$ cat src/rtl/u2u_pkg.sv
// Package for the UTF-16 string descriptor to UTF-8 transcoder.
// Holds the job record passed from front to back, queue sizing, the back
// state type and the UTF-8 length and byte helpers. No dependencies.
package u2u_pkg;

    // Longest string in units, header included.
    localparam int MAX_UNITS  = 127;
    localparam int UNITS_W    = 8;
    localparam int BYTES_W    = 10;
    localparam int CP_W       = 21;
    localparam int UNIT_W     = 16;

    // Job queue between front and back. The depth must be a power of two.
    localparam int FIFO_DEPTH = 4;
    localparam int FIFO_AW    = $clog2(FIFO_DEPTH);
    localparam int FIFO_CW    = $clog2(FIFO_DEPTH + 1);

    localparam logic [BYTES_W-1:0] CAPACITY_RESET = BYTES_W'(256);

    // Byte count of a UTF-8 sequence, stored as length minus one.
    localparam logic [1:0] LEN_1 = 2'd0;
    localparam logic [1:0] LEN_2 = 2'd1;
    localparam logic [1:0] LEN_3 = 2'd2;
    localparam logic [1:0] LEN_4 = 2'd3;

    // One item's worth of output work: up to two code points, then a
    // terminator, or a single failure result.
    typedef struct packed {
        logic              fail;
        logic              a_en;
        logic [1:0]        a_len;
        logic [CP_W-1:0]   a_cp;
        logic              b_en;
        logic [1:0]        b_len;
        logic [UNIT_W-1:0] b_cp;
        logic              term;
    } t_job;

    typedef enum logic [2:0] {
        BK_IDLE,
        BK_A,
        BK_B,
        BK_TERM,
        BK_FAIL
    } t_bk_state;

    function automatic logic [1:0] utf8_len(input logic [CP_W-1:0] cp);
        logic [1:0] len;
        if (cp < CP_W'(32'h80)) begin
            len = LEN_1;
        end else if (cp < CP_W'(32'h800)) begin
            len = LEN_2;
        end else if (cp < CP_W'(32'h10000)) begin
            len = LEN_3;
        end else begin
            len = LEN_4;
        end
        return len;
    endfunction

    // Byte number idx of the UTF-8 sequence of cp, which is len long.
    function automatic logic [7:0] utf8_byte(input logic [CP_W-1:0] cp,
                                             input logic [1:0]      len,
                                             input logic [1:0]      idx);
        logic [7:0] b;
        b = 8'h00;
        case (len)
            LEN_1: b = cp[7:0];
            LEN_2: begin
                if (idx == 2'd0) begin
                    b = {3'b110, cp[10:6]};
                end else begin
                    b = {2'b10, cp[5:0]};
                end
            end
            LEN_3: begin
                case (idx)
                    2'd0:    b = {4'b1110, cp[15:12]};
                    2'd1:    b = {2'b10, cp[11:6]};
                    default: b = {2'b10, cp[5:0]};
                endcase
            end
            default: begin
                case (idx)
                    2'd0:    b = {5'b11110, cp[20:18]};
                    2'd1:    b = {2'b10, cp[17:12]};
                    2'd2:    b = {2'b10, cp[11:6]};
                    default: b = {2'b10, cp[5:0]};
                endcase
            end
        endcase
        return b;
    endfunction

endpackage

$ cat src/rtl/utf16_string_to_utf8.sv
// Top level of the UTF-16 string descriptor to UTF-8 transcoder.
// Depends on u2u_pkg, u2u_front, u2u_fifo and u2u_back.
//
// The block takes a USB string descriptor as a stream of 16-bit items: a header
// item whose low byte is the declared length, then the UTF-16 content units, the
// final one flagged by last_unit. It returns one UTF-8 byte per result item and
// closes the string with a zero terminator that carries end_of_string. Surrogate
// pairs are joined into one code point, while a lone surrogate is sent as three
// bytes. Bytes are sent only while they fit in output_capacity with one byte kept
// for the terminator; after the first code point that does not fit, data stops
// until the terminator. A header that is also the last unit, or a header while
// output_capacity is zero, gives a single result with status set. Units beyond
// the declared length, or beyond MAX_UNITS - 1 content units, give no bytes.
// Flow: the front part takes a new item in every cycle as long as its job
// queue (four jobs deep) has room, so the input side only stalls when the queue
// is full. The back part sends one byte per cycle through the output register
// while the output is not stalled; an item yields up to seven bytes, terminator
// included. An item passes through the job queue, the back part's job register
// and the output register before its first byte appears. Configuration writes
// are accepted in any cycle; output_capacity must only be changed while the
// block is idle.
module utf16_string_to_utf8 import u2u_pkg::*; (
    input  logic        i_clk,
    input  logic        i_rst_n,
    // Configuration: output_capacity.
    input  logic        i_cfg_valid,
    output logic        o_cfg_ready,
    input  logic [9:0]  i_cfg_data,
    // Input items.
    input  logic        i_in_valid,
    output logic        o_in_stall,
    input  logic [15:0] i_code_unit,
    input  logic        i_header,
    input  logic        i_last_unit,
    // Result items.
    output logic        o_out_valid,
    input  logic        i_out_stall,
    output logic [7:0]  o_out_byte,
    output logic        o_status,
    output logic        o_end_of_string
);

    logic accept;
    logic push, pop, empty, full;
    t_job front_job, queue_job;

    // The register port never pushes back.
    assign o_cfg_ready = 1'b1;

    // Stall depends only on the queue fill, never on the valid input.
    assign o_in_stall = full;
    assign accept     = i_in_valid && !full;

    u2u_front u_front (
        .i_clk       (i_clk),
        .i_rst_n     (i_rst_n),
        .i_cfg_valid (i_cfg_valid),
        .i_cfg_data  (i_cfg_data),
        .i_accept    (accept),
        .i_code_unit (i_code_unit),
        .i_header    (i_header),
        .i_last_unit (i_last_unit),
        .o_push      (push),
        .o_job       (front_job)
    );

    // Items that yield nothing never reach the queue.
    u2u_fifo u_fifo (
        .i_clk   (i_clk),
        .i_rst_n (i_rst_n),
        .i_push  (push),
        .i_job   (front_job),
        .i_pop   (pop),
        .o_job   (queue_job),
        .o_empty (empty),
        .o_full  (full)
    );

    u2u_back u_back (
        .i_clk           (i_clk),
        .i_rst_n         (i_rst_n),
        .i_job           (queue_job),
        .i_empty         (empty),
        .o_pop           (pop),
        .o_out_valid     (o_out_valid),
        .i_out_stall     (i_out_stall),
        .o_out_byte      (o_out_byte),
        .o_status        (o_status),
        .o_end_of_string (o_end_of_string)
    );

endmodule

$ cat src/rtl/u2u_front.sv
// Front part of the transcoder: takes units, tracks string state, surrogate
// pairing and the output byte budget, and emits one job per item that yields output.
// Depends on u2u_pkg.
module u2u_front import u2u_pkg::*; (
    input  logic              i_clk,
    input  logic              i_rst_n,
    input  logic              i_cfg_valid,
    input  logic [9:0]        i_cfg_data,
    input  logic              i_accept,
    input  logic [15:0]       i_code_unit,
    input  logic              i_header,
    input  logic              i_last_unit,
    output logic              o_push,
    output t_job              o_job
);

    logic [BYTES_W-1:0] r_capacity;
    logic               r_open,          n_open;
    logic               r_pending_valid, n_pending_valid;
    logic [UNIT_W-1:0]  r_pending_high,  n_pending_high;
    logic [UNITS_W-1:0] r_units_left,    n_units_left;
    logic [BYTES_W-1:0] r_bytes_written, n_bytes_written;
    logic               r_stopped,       n_stopped;

    logic               is_low, is_high, work, pair, flush, hold, c_enc;
    logic               a_want, b_want, a_fit, b_fit, stopped_a;
    logic [UNITS_W-1:0] ul_dec, lim;
    logic [CP_W-1:0]    a_cp;
    logic [1:0]         a_len, b_len;
    logic [BYTES_W:0]   sum_a, sum_b;
    logic [BYTES_W-1:0] bw_a;
    t_job               job;

    always_comb begin
        is_low  = (i_code_unit[15:10] == 6'b110111);
        is_high = (i_code_unit[15:10] == 6'b110110);
        ul_dec  = r_units_left - UNITS_W'(1);
        work    = !i_header && r_open && (r_units_left != '0);
        pair    = work && r_pending_valid && is_low;
        flush   = work && r_pending_valid && !is_low;
        hold    = work && !pair && is_high && (ul_dec != '0) && !i_last_unit;
        c_enc   = work && !pair && !hold;
        a_want  = pair || flush || c_enc;
        b_want  = flush && c_enc;

        if (pair) begin
            a_cp = {1'b0, r_pending_high[9:0], i_code_unit[9:0]} + CP_W'(32'h10000);
        end else if (flush) begin
            a_cp = {5'b0, r_pending_high};
        end else begin
            a_cp = {5'b0, i_code_unit};
        end
        a_len = utf8_len(a_cp);
        b_len = utf8_len({5'b0, i_code_unit});

        // Budget check for the first code point, then for the second with the
        // count that the first one left.
        sum_a     = {1'b0, r_bytes_written} + (BYTES_W+1)'(a_len) + (BYTES_W+1)'(1);
        a_fit     = sum_a < {1'b0, r_capacity};
        stopped_a = r_stopped || (a_want && !a_fit);
        bw_a      = (a_want && !r_stopped && a_fit) ? sum_a[BYTES_W-1:0] : r_bytes_written;
        sum_b     = {1'b0, bw_a} + (BYTES_W+1)'(b_len) + (BYTES_W+1)'(1);
        b_fit     = sum_b < {1'b0, r_capacity};

        job       = '0;
        job.fail  = i_header && ((r_capacity == '0) || i_last_unit);
        job.a_en  = a_want && !r_stopped && a_fit;
        job.a_len = a_len;
        job.a_cp  = a_cp;
        job.b_en  = b_want && !stopped_a && b_fit;
        job.b_len = b_len;
        job.b_cp  = i_code_unit;
        job.term  = !i_header && r_open && i_last_unit;

        lim = {1'b0, i_code_unit[7:1]} - UNITS_W'(1);

        n_open          = r_open;
        n_pending_valid = r_pending_valid;
        n_pending_high  = r_pending_high;
        n_units_left    = r_units_left;
        n_bytes_written = r_bytes_written;
        n_stopped       = r_stopped;

        if (i_header) begin
            n_open          = !job.fail;
            n_pending_valid = 1'b0;
            n_pending_high  = '0;
            n_bytes_written = '0;
            n_stopped       = 1'b0;
            if (job.fail) begin
                n_units_left = '0;
            end else if (i_code_unit[7:0] >= 8'd2) begin
                n_units_left = (lim < UNITS_W'(MAX_UNITS - 1)) ? lim
                                                              : UNITS_W'(MAX_UNITS - 1);
            end else begin
                n_units_left = UNITS_W'(MAX_UNITS - 1);
            end
        end else if (r_open) begin
            if (work) begin
                n_units_left    = ul_dec;
                n_pending_valid = hold;
                n_pending_high  = hold ? i_code_unit : r_pending_high;
            end
            n_stopped = stopped_a || (b_want && !stopped_a && !b_fit);
            n_bytes_written = job.b_en ? sum_b[BYTES_W-1:0] : bw_a;
            if (i_last_unit) begin
                n_open          = 1'b0;
                n_pending_valid = 1'b0;
                n_pending_high  = '0;
                n_units_left    = '0;
                n_bytes_written = '0;
                n_stopped       = 1'b0;
            end
        end
    end

    always_ff @(posedge i_clk) begin
        if (!i_rst_n) begin
            r_capacity      <= CAPACITY_RESET;
            r_open          <= 1'b0;
            r_pending_valid <= 1'b0;
            r_pending_high  <= '0;
            r_units_left    <= '0;
            r_bytes_written <= '0;
            r_stopped       <= 1'b0;
        end else begin
            if (i_cfg_valid) begin
                r_capacity <= i_cfg_data;
            end
            if (i_accept) begin
                r_open          <= n_open;
                r_pending_valid <= n_pending_valid;
                r_pending_high  <= n_pending_high;
                r_units_left    <= n_units_left;
                r_bytes_written <= n_bytes_written;
                r_stopped       <= n_stopped;
            end
        end
    end

    assign o_push = i_accept && (job.fail || job.a_en || job.b_en || job.term);
    assign o_job  = job;

endmodule

$ cat src/rtl/u2u_fifo.sv
// Short job queue between the front and back parts of the transcoder.
// Depends on u2u_pkg for the job record and the depth.
module u2u_fifo import u2u_pkg::*; (
    input  logic i_clk,
    input  logic i_rst_n,
    input  logic i_push,
    input  t_job i_job,
    input  logic i_pop,
    output t_job o_job,
    output logic o_empty,
    output logic o_full
);

    t_job               r_mem [FIFO_DEPTH];
    logic [FIFO_AW-1:0] r_wr_ptr;
    logic [FIFO_AW-1:0] r_rd_ptr;
    logic [FIFO_CW-1:0] r_count;

    always_ff @(posedge i_clk) begin
        if (i_push) begin
            r_mem[r_wr_ptr] <= i_job;
        end
    end

    always_ff @(posedge i_clk) begin
        if (!i_rst_n) begin
            r_wr_ptr <= '0;
            r_rd_ptr <= '0;
            r_count  <= '0;
        end else begin
            if (i_push) begin
                r_wr_ptr <= r_wr_ptr + FIFO_AW'(1);
            end
            if (i_pop) begin
                r_rd_ptr <= r_rd_ptr + FIFO_AW'(1);
            end
            if (i_push && !i_pop) begin
                r_count <= r_count + FIFO_CW'(1);
            end else if (i_pop && !i_push) begin
                r_count <= r_count - FIFO_CW'(1);
            end
        end
    end

    assign o_job   = r_mem[r_rd_ptr];
    assign o_empty = (r_count == '0);
    assign o_full  = (r_count == FIFO_CW'(FIFO_DEPTH));

    a_no_overflow: assert property (@(posedge i_clk) disable iff (!i_rst_n)
        i_push |-> (!o_full || i_pop))
        else $error("job pushed into a full queue");

    a_no_underflow: assert property (@(posedge i_clk) disable iff (!i_rst_n)
        i_pop |-> !o_empty)
        else $error("job popped from an empty queue");

    a_count_bound: assert property (@(posedge i_clk) disable iff (!i_rst_n)
        r_count <= FIFO_CW'(FIFO_DEPTH))
        else $error("queue count beyond depth");

endmodule

$ cat src/rtl/u2u_back.sv
// Back part of the transcoder: walks each job and sends its UTF-8 bytes,
// terminator or failure result one per cycle through an output register
// while the output is not stalled. Depends on u2u_pkg.
module u2u_back import u2u_pkg::*; (
    input  logic       i_clk,
    input  logic       i_rst_n,
    input  t_job       i_job,
    input  logic       i_empty,
    output logic       o_pop,
    output logic       o_out_valid,
    input  logic       i_out_stall,
    output logic [7:0] o_out_byte,
    output logic       o_status,
    output logic       o_end_of_string
);

    t_bk_state  r_state, n_state;
    logic [1:0] r_idx,   n_idx;
    t_job       r_job,   n_job;
    logic       r_out_valid;
    logic [7:0] r_out_byte;
    logic       r_out_status;
    logic       r_out_eos;

    logic       adv, last_step, load;
    t_bk_state  next_ph, start_ph;
    logic [7:0] cur_byte;
    logic       cur_status, cur_eos;

    always_comb begin
        adv = !r_out_valid || !i_out_stall;

        if (i_job.fail) begin
            start_ph = BK_FAIL;
        end else if (i_job.a_en) begin
            start_ph = BK_A;
        end else if (i_job.b_en) begin
            start_ph = BK_B;
        end else begin
            start_ph = BK_TERM;
        end

        cur_byte   = 8'h00;
        cur_status = 1'b0;
        cur_eos    = 1'b0;
        last_step  = 1'b1;
        next_ph    = BK_IDLE;
        case (r_state)
            BK_A: begin
                cur_byte  = utf8_byte(r_job.a_cp, r_job.a_len, r_idx);
                last_step = (r_idx == r_job.a_len);
                if (r_job.b_en) begin
                    next_ph = BK_B;
                end else if (r_job.term) begin
                    next_ph = BK_TERM;
                end
            end
            BK_B: begin
                cur_byte  = utf8_byte({5'b0, r_job.b_cp}, r_job.b_len, r_idx);
                last_step = (r_idx == r_job.b_len);
                if (r_job.term) begin
                    next_ph = BK_TERM;
                end
            end
            BK_TERM: begin
                cur_eos = 1'b1;
            end
            BK_FAIL: begin
                cur_status = 1'b1;
                cur_eos    = 1'b1;
            end
            default: begin
                last_step = 1'b1;
            end
        endcase

        n_state = r_state;
        n_idx   = r_idx;
        n_job   = r_job;
        load    = 1'b0;
        if (r_state == BK_IDLE) begin
            load = !i_empty;
        end else if (adv) begin
            if (!last_step) begin
                n_idx = r_idx + 2'd1;
            end else if (next_ph != BK_IDLE) begin
                n_state = next_ph;
                n_idx   = 2'd0;
            end else begin
                load    = !i_empty;
                n_state = BK_IDLE;
            end
        end
        if (load) begin
            n_state = start_ph;
            n_idx   = 2'd0;
            n_job   = i_job;
        end
        o_pop = load;
    end

    always_ff @(posedge i_clk) begin
        if (!i_rst_n) begin
            r_state <= BK_IDLE;
            r_idx   <= 2'd0;
        end else begin
            r_state <= n_state;
            r_idx   <= n_idx;
        end
    end

    always_ff @(posedge i_clk) begin
        r_job <= n_job;
    end

    always_ff @(posedge i_clk) begin
        if (!i_rst_n) begin
            r_out_valid <= 1'b0;
        end else if (adv) begin
            r_out_valid <= (r_state != BK_IDLE);
        end
    end

    always_ff @(posedge i_clk) begin
        if (adv) begin
            r_out_byte   <= cur_byte;
            r_out_status <= cur_status;
            r_out_eos    <= cur_eos;
        end
    end

    assign o_out_valid     = r_out_valid;
    assign o_out_byte      = r_out_byte;
    assign o_status        = r_out_status;
    assign o_end_of_string = r_out_eos;

    a_fail_alone: assert property (@(posedge i_clk) disable iff (!i_rst_n)
        (r_out_valid && r_out_status) |-> (r_out_eos && (r_out_byte == 8'h00)))
        else $error("failure result with data or without end of string");

    a_load_only_free: assert property (@(posedge i_clk) disable iff (!i_rst_n)
        o_pop |-> ((r_state == BK_IDLE) || (adv && last_step)))
        else $error("job loaded while the previous one is unfinished");

    a_idx_in_range: assert property (@(posedge i_clk) disable iff (!i_rst_n)
        (r_state == BK_B) |-> (r_idx <= r_job.b_len))
        else $error("byte index beyond sequence length");

endmodule
$ cat config.mk
export PLATFORM = sky130hd
export DESIGN_NAME = utf16_string_to_utf8
export DESIGN_NICKNAME = d
export VERILOG_FILES = /design/src/rtl/u2u_pkg.sv /design/src/rtl/utf16_string_to_utf8.sv /design/src/rtl/u2u_front.sv /design/src/rtl/u2u_fifo.sv /design/src/rtl/u2u_back.sv
export SDC_FILE = /design/constraint.sdc
export NUM_CORES = 1
export LEC_CHECK = 0
export BUFFER_PORTS_ARGS = -buffer_cell sky130_fd_sc_hd__buf_4
export CAP_MARGIN = 15
export CORE_MARGIN = 4
export CORE_UTILIZATION = 60
export DETAILED_ROUTE_END_ITERATION = 10
export GPL_ROUTABILITY_DRIVEN = 0
export PLACE_DENSITY_LB_ADDON = 0.12
export SLEW_MARGIN = 20
export SYNTH_ARGS = -nofsm -noshare
export SYNTH_HDL_FRONTEND = slang
export SYNTH_SLANG_ARGS = --single-unit
$ cat constraint.sdc
create_clock -name i_clk -period 20.9 [get_ports i_clk]
set_input_delay 4.18 -clock i_clk [delete_from_list [all_inputs] [get_ports i_clk]]
set_output_delay 4.18 -clock i_clk [all_outputs]
set_load 0.01 [all_outputs]
== Word-level counts from Yosys, hierarchy flattened ==
Memory sizes are Yosys's and may differ from the RTL's. A register that Yosys moved wholly into a read port is not among the register bits.
Index checks and enable logic that the tools add are counted.

* Add/subtract/negate cells: 12
* Magnitude comparators: 9
* Eq/ne operators: 17
* Multiplexer cells: 69
* Bitwise gates (word level): 2
* Reductions and logical operators: 71

{| class="wikitable"
|+ Operator list
! kind !! count
|-
| 16-bit two-way mux || 6
|-
| 8-bit two-way mux || 7
|-
| 10-bit two-way mux || 5
|-
| 8-bit case mux with 3 select lines || 2
|-
| 7-bit case mux with 3 select lines || 2
|-
| 3-bit two-way mux || 10
|-
| 7-bit case mux with 2 select lines || 2
|-
| 1-bit logical AND || 23
|-
| 10-bit by 2-bit adder with 11-bit output || 2
|-
| 11-bit by 1-bit adder with 11-bit output, second input constant || 2
|-
| 11-bit by 10-bit less-than comparator with 1-bit output || 2
|-
| 20-bit by 17-bit adder with 21-bit output, second input constant || 1
|-
| 21-bit by 12-bit less-than comparator with 1-bit output, second input constant || 1
|-
| 21-bit by 17-bit less-than comparator with 1-bit output, second input constant || 1
|-
| 21-bit by 8-bit less-than comparator with 1-bit output, second input constant || 1
|-
| 21-bit two-way mux || 1
|-
| 1-bit two-way mux || 20
|-
| 2-bit two-way mux || 9
|-
| 1-bit logical NOT || 16
|-
| 16-bit by 12-bit less-than comparator with 1-bit output, second input constant || 1
|-
| 16-bit by 8-bit less-than comparator with 1-bit output, second input constant || 1
|-
| 8-bit case mux with 2 select lines || 1
|-
| 8-bit nonzero test || 2
|-
| 7-bit two-way mux || 2
|-
| other kinds (28) || 60
|}

* Register bits: 113
* Memory bits (writable): 180
* Output and inout bits: 13
* Logic and storage cells: 203
* Memories kept: 1

{| class="wikitable"
|+ Memory list
! memory !! depth !! bits a word !! read ports !! clocked after Yosys merged registers in !! write ports !! RTL line !! source
|-
| u_fifo.r_mem || 4 || 45 || 1 || 1 || 1 || u2u_fifo.sv:14 || <nowiki>t_job r_mem [FIFO_DEPTH];</nowiki>
|}

== Depth between registers and ports, before layout ==
* Depth in word-level cells: 27
* Depth in mapped cells: 45

== Modules after synthesis ==
From an unflattened synthesis, not the netlist that was laid out.

* Cells, all modules: 1065
* Area, all modules: 14201.1 um^2

{| class="wikitable"
|+ By module, submodules not included
! module !! times used !! cells each !! area each (um^2) !! seq. area each (um^2)
|-
| u2u_fifo || 1 || 278 || 6999.2 || 5585.4
|-
| u2u_front || 1 || 547 || 4232.8 || 940.9
|-
| u2u_back || 1 || 237 || 2944.1 || 1711.6
|-
| utf16_string_to_utf8 || 1 || 3 || 25.0 || 0.0
|}

== Worst setup path after synthesis ==
Ideal clock, no wire load.

* Path kind: in2reg
* Start: in i_header
* End: reg u_front.r_bytes_written[7]
* Library setup time: 0.117 ns
* Arrival time: 11.507 ns
* Required time: 20.783 ns
* Setup slack: 9.275 ns
* Cell stages on the path: 41
* Path buffers: 3
* Cell sequence: nand2b_1 -> a31oi_4 -> nand2_1 -> clkbuf_1 -> nand2_1 -> o21ai_0 -> nor4_1 -> nand2_1 -> o21a_1 -> ha_1 -> inv_1 -> fa_1 -> and3_1 -> buf_6 -> and3_4 -> buf_6 -> nand3_1 -> xnor2_1 -> [... 5 more ...] -> nand2_4 -> a21oi_1 -> ha_1 -> inv_1 -> fa_1 -> and3_1 -> o31ai_2 -> nand3_1 -> xnor2_1 -> ha_1 -> o21ai_0 -> a21oi_1 -> o41ai_1 -> a21oi_1 -> nor2b_1 -> nand2_2 -> or3_1 -> a32o_1

{| class="wikitable"
|+ RTL lines
! item !! RTL line !! source
|-
| from (decl) || utf16_string_to_utf8.sv:33 || <nowiki>input logic i_header,</nowiki>
|-
| to (signal assigned) || u2u_front.sv:135 || <nowiki>r_bytes_written <= n_bytes_written;</nowiki>
|-
| to (decl) || u2u_front.sv:22 || <nowiki>logic [BYTES_W-1:0] r_bytes_written, n_bytes_written;</nowiki>
|}

==> out/qor.yml <==
status: "finished clean"
cts.clk_slew.worst_paths_ps: 60
fin_tns_setup_ps: 0
syn_to_final_growth_pct: 11.2
power.density_nw_per_um2: 112
clock_latency_ps: 550
start_util: 0.612
cp-start-kind: "input port"
hold_slack_ps: 468
die_y_um: 160
multi_input_area_um2: 5320
fin_crit_sh: 0.590
fin_skew_ps: 13.0
grt_pass1_wl_um: 48300
yosys_register_bits: 295
hp-class: "flip-flop to flip-flop"
drt_iter0_markers: 710
ios: 46
maxSlewViolCount: 0
vdd_drop_max_v: 0.0000807
placed_cells: 1378
synth_warnings: 0
wirelength_um: 30600
syn-cell-area_um2: 13900
track_usage: 0.236
total_power_mw: 1.73
cts-hold-fix-buffers: 0
synth-edff-count: 233
dp_slack_ps: 8110
dr.pass1.iters: 5
seq_area_frac_synth: 0.591
grt_max_degree: 54
finish.net_count: 1178
synth_cells: 1064
cts_sinks: 295
dr_total_vias: 8900
rows: 55
hold_viol: 0
fillers: 1614
tightest_slew_ps: 997
root_buffer: "clkbuf_16"
cp.required_ps: 21340
cts.repair.resized: 0
synth_ff_type: "edfxtp_1"
post-cts-setup-buffers: 0
layout_common_cells: "edfxtp_1 (233), nand2_1 (102), dfxtp_1 (60)"
first_global_vias: 8774
rsz0062_at_grt: "false"
port_buffers: 44
min_period_ps: 12320
cts_buffers: 30
ff_latch_area_um2: 8240
slew-limit-headroom: 0.334
core_um2: 22800
worst_setup_path_end_kind: "flip-flop"
dp_hpwl_um: 20200
stdcell_count: 1434
drv_cap: 0
crit_path_top_delay_cell: "nor2_1"
p_leak_nw: 5.49
final_common_cell: "edfxtp_1"
via_per_inst: 6.21
ys_types: 87
path_max_fanout: 14
grt_overflow: 0
htree_levels: 1
antenna_found_initial: 0
n_antenna_cell: 0
synthArstFlopShare: 0
cts.path.max_buffers: 3
fmax_ghz: 0.0812
synth_fp_nets: 1145
cts_tree: "done"
syn-mean-instance-area_um2: 13.1
crit_type: "input port to flip-flop"
drcViolationCount: 0
die_x_um: 160
r2r_setup_slack_ps: 11660
cpMostUsedCell: "ha_1"
routedWlPerCell_um: 21.3
finalSetupViolations: 0
cp.arrival_ps: 12760
drive_gt1_frac: 0.163
setup_ws_ps: 8580
fp.dieArea_um2: 25800
max_stage_delay_ps: 700
final_antenna_net_count: 0
## final timing paths
| check | startpoint | to | depth (start not counted) |
|---|---|---|---|
| max | i_header | u_front.r_bytes_written[7] | 39 |
| min | u_front.r_pending_high[12] | u_front.r_pending_high[12] | 2 |
| max reg2reg | u_front.r_units_left[0] | u_front.r_bytes_written[7] | 39 |
| min reg2reg | u_front.r_pending_high[12] | u_front.r_pending_high[12] | 2 |
## kinds of logic after synthesis
group                      count (synthesis)  synth area share
AOI/OAI and AO/OA                        229             0.119
xor gates and xnor gates                  39            0.0245
adders and majority gates                 48            0.0447
buffers and inverters                     93            0.0283
DFF                                      295             0.591
muxes                                     65            0.0872
other                                      1          0.000269
and+or+nand+nor                          294             0.106
## critical path: cells and delay by family
kind | cells | cell delay [ps]
AO/OA/AOI/OAI | 13 | 2560
adder cells (fa/ha/maj) | 6 | 1750
AND/OR/NAND/NOR | 15 | 3730
XOR/XNOR | 2 | 310
buffers and inverters | 3 | 230
## per-layer routing
| layer | GRT usage | up-vias | part of all wire |
|---|---|---|---|
| li1 | - | 4123 | - |
| met3 | 0.0418 | 54 | 0.062 |
| met2 | 0.387 | 280 | 0.49 |
| met1 | 0.328 | 4443 | 0.43 |
| met4 | 0.0708 | 0 | 0.026 |
| met5 | 0 | - | 0 |
## cell usage after synthesis (7+ instances only)
library cell  number  area share
nor2b_1           19      0.0085
nor4_1             7      0.0031
or3_1              7      0.0031
buf_1              8      0.0022
clkbuf_1          37       0.010
mux2i_1           18       0.013
a221oi_1          13      0.0082
ha_1              45       0.040
nor3_1             9      0.0032
xnor2_1           25       0.016
nor2_1            50       0.013
a21boi_0          21       0.011
nand4_1            7      0.0031
a221o_1            9      0.0065
inv_1             41       0.011
a21oi_1           37       0.013
edfxtp_1         233        0.50
xor2_1            14      0.0088
dfxtp_1           62       0.089
a31oi_1           10      0.0045
a21o_1             8      0.0043
and3_1            11      0.0049
a22o_1             7      0.0044
nand2_1          102       0.027
and2_1            20      0.0090
mux4_2            45       0.073
o21ai_0           55       0.020
nand3_1           31       0.011
## state kept, by name, summed over array words and instances (netlist names), 2 cells and up, named ones only
signal	count
u_back.r_job	43
u_fifo.r_count	3
u_front.r_units_left	8
u_fifo.r_rd_ptr	2
u_front.r_bytes_written	10
u_front.r_capacity	10
u_fifo.r_mem	180
u_back.r_state	3
u_front.r_pending_high	16
u_back.r_idx	2
u_fifo.r_wr_ptr	2
u_back.o_out_byte	8
## through the flow
step	instance area (µm²)	utilization
finish	15500	0.681
global route	15500	0.681
global placement	14500	0.637
floorplan	13900	-
CTS	15500	0.681
detailed placement	14500	0.637
## final cells by class
cell class | instances | area share
repair buffers | 52 | 0.0252
multi-input cells | 676 | 0.343
clock inverters | 16 | 0.0104
flip-flops and latches | 295 | 0.531
well taps | 313 | 0.0252
clock buffers | 40 | 0.0541
inverters | 42 | 0.0105
## where the power goes
| group | switching (mW) | total (mW) | internal [mW] | leakage, nW |
|---|---|---|---|---|
| Sequential | 0.0719 | 0.811 | 0.739 | 2.68 |
| Combinational | 0.215 | 0.387 | 0.172 | 2.32 |
| Clock | 0.218 | 0.537 | 0.319 | 0.494 |
| Total | 0.505 | 1.73 | 1.23 | 5.49 |
Note: power is estimated with default switching activity, not from simulation.
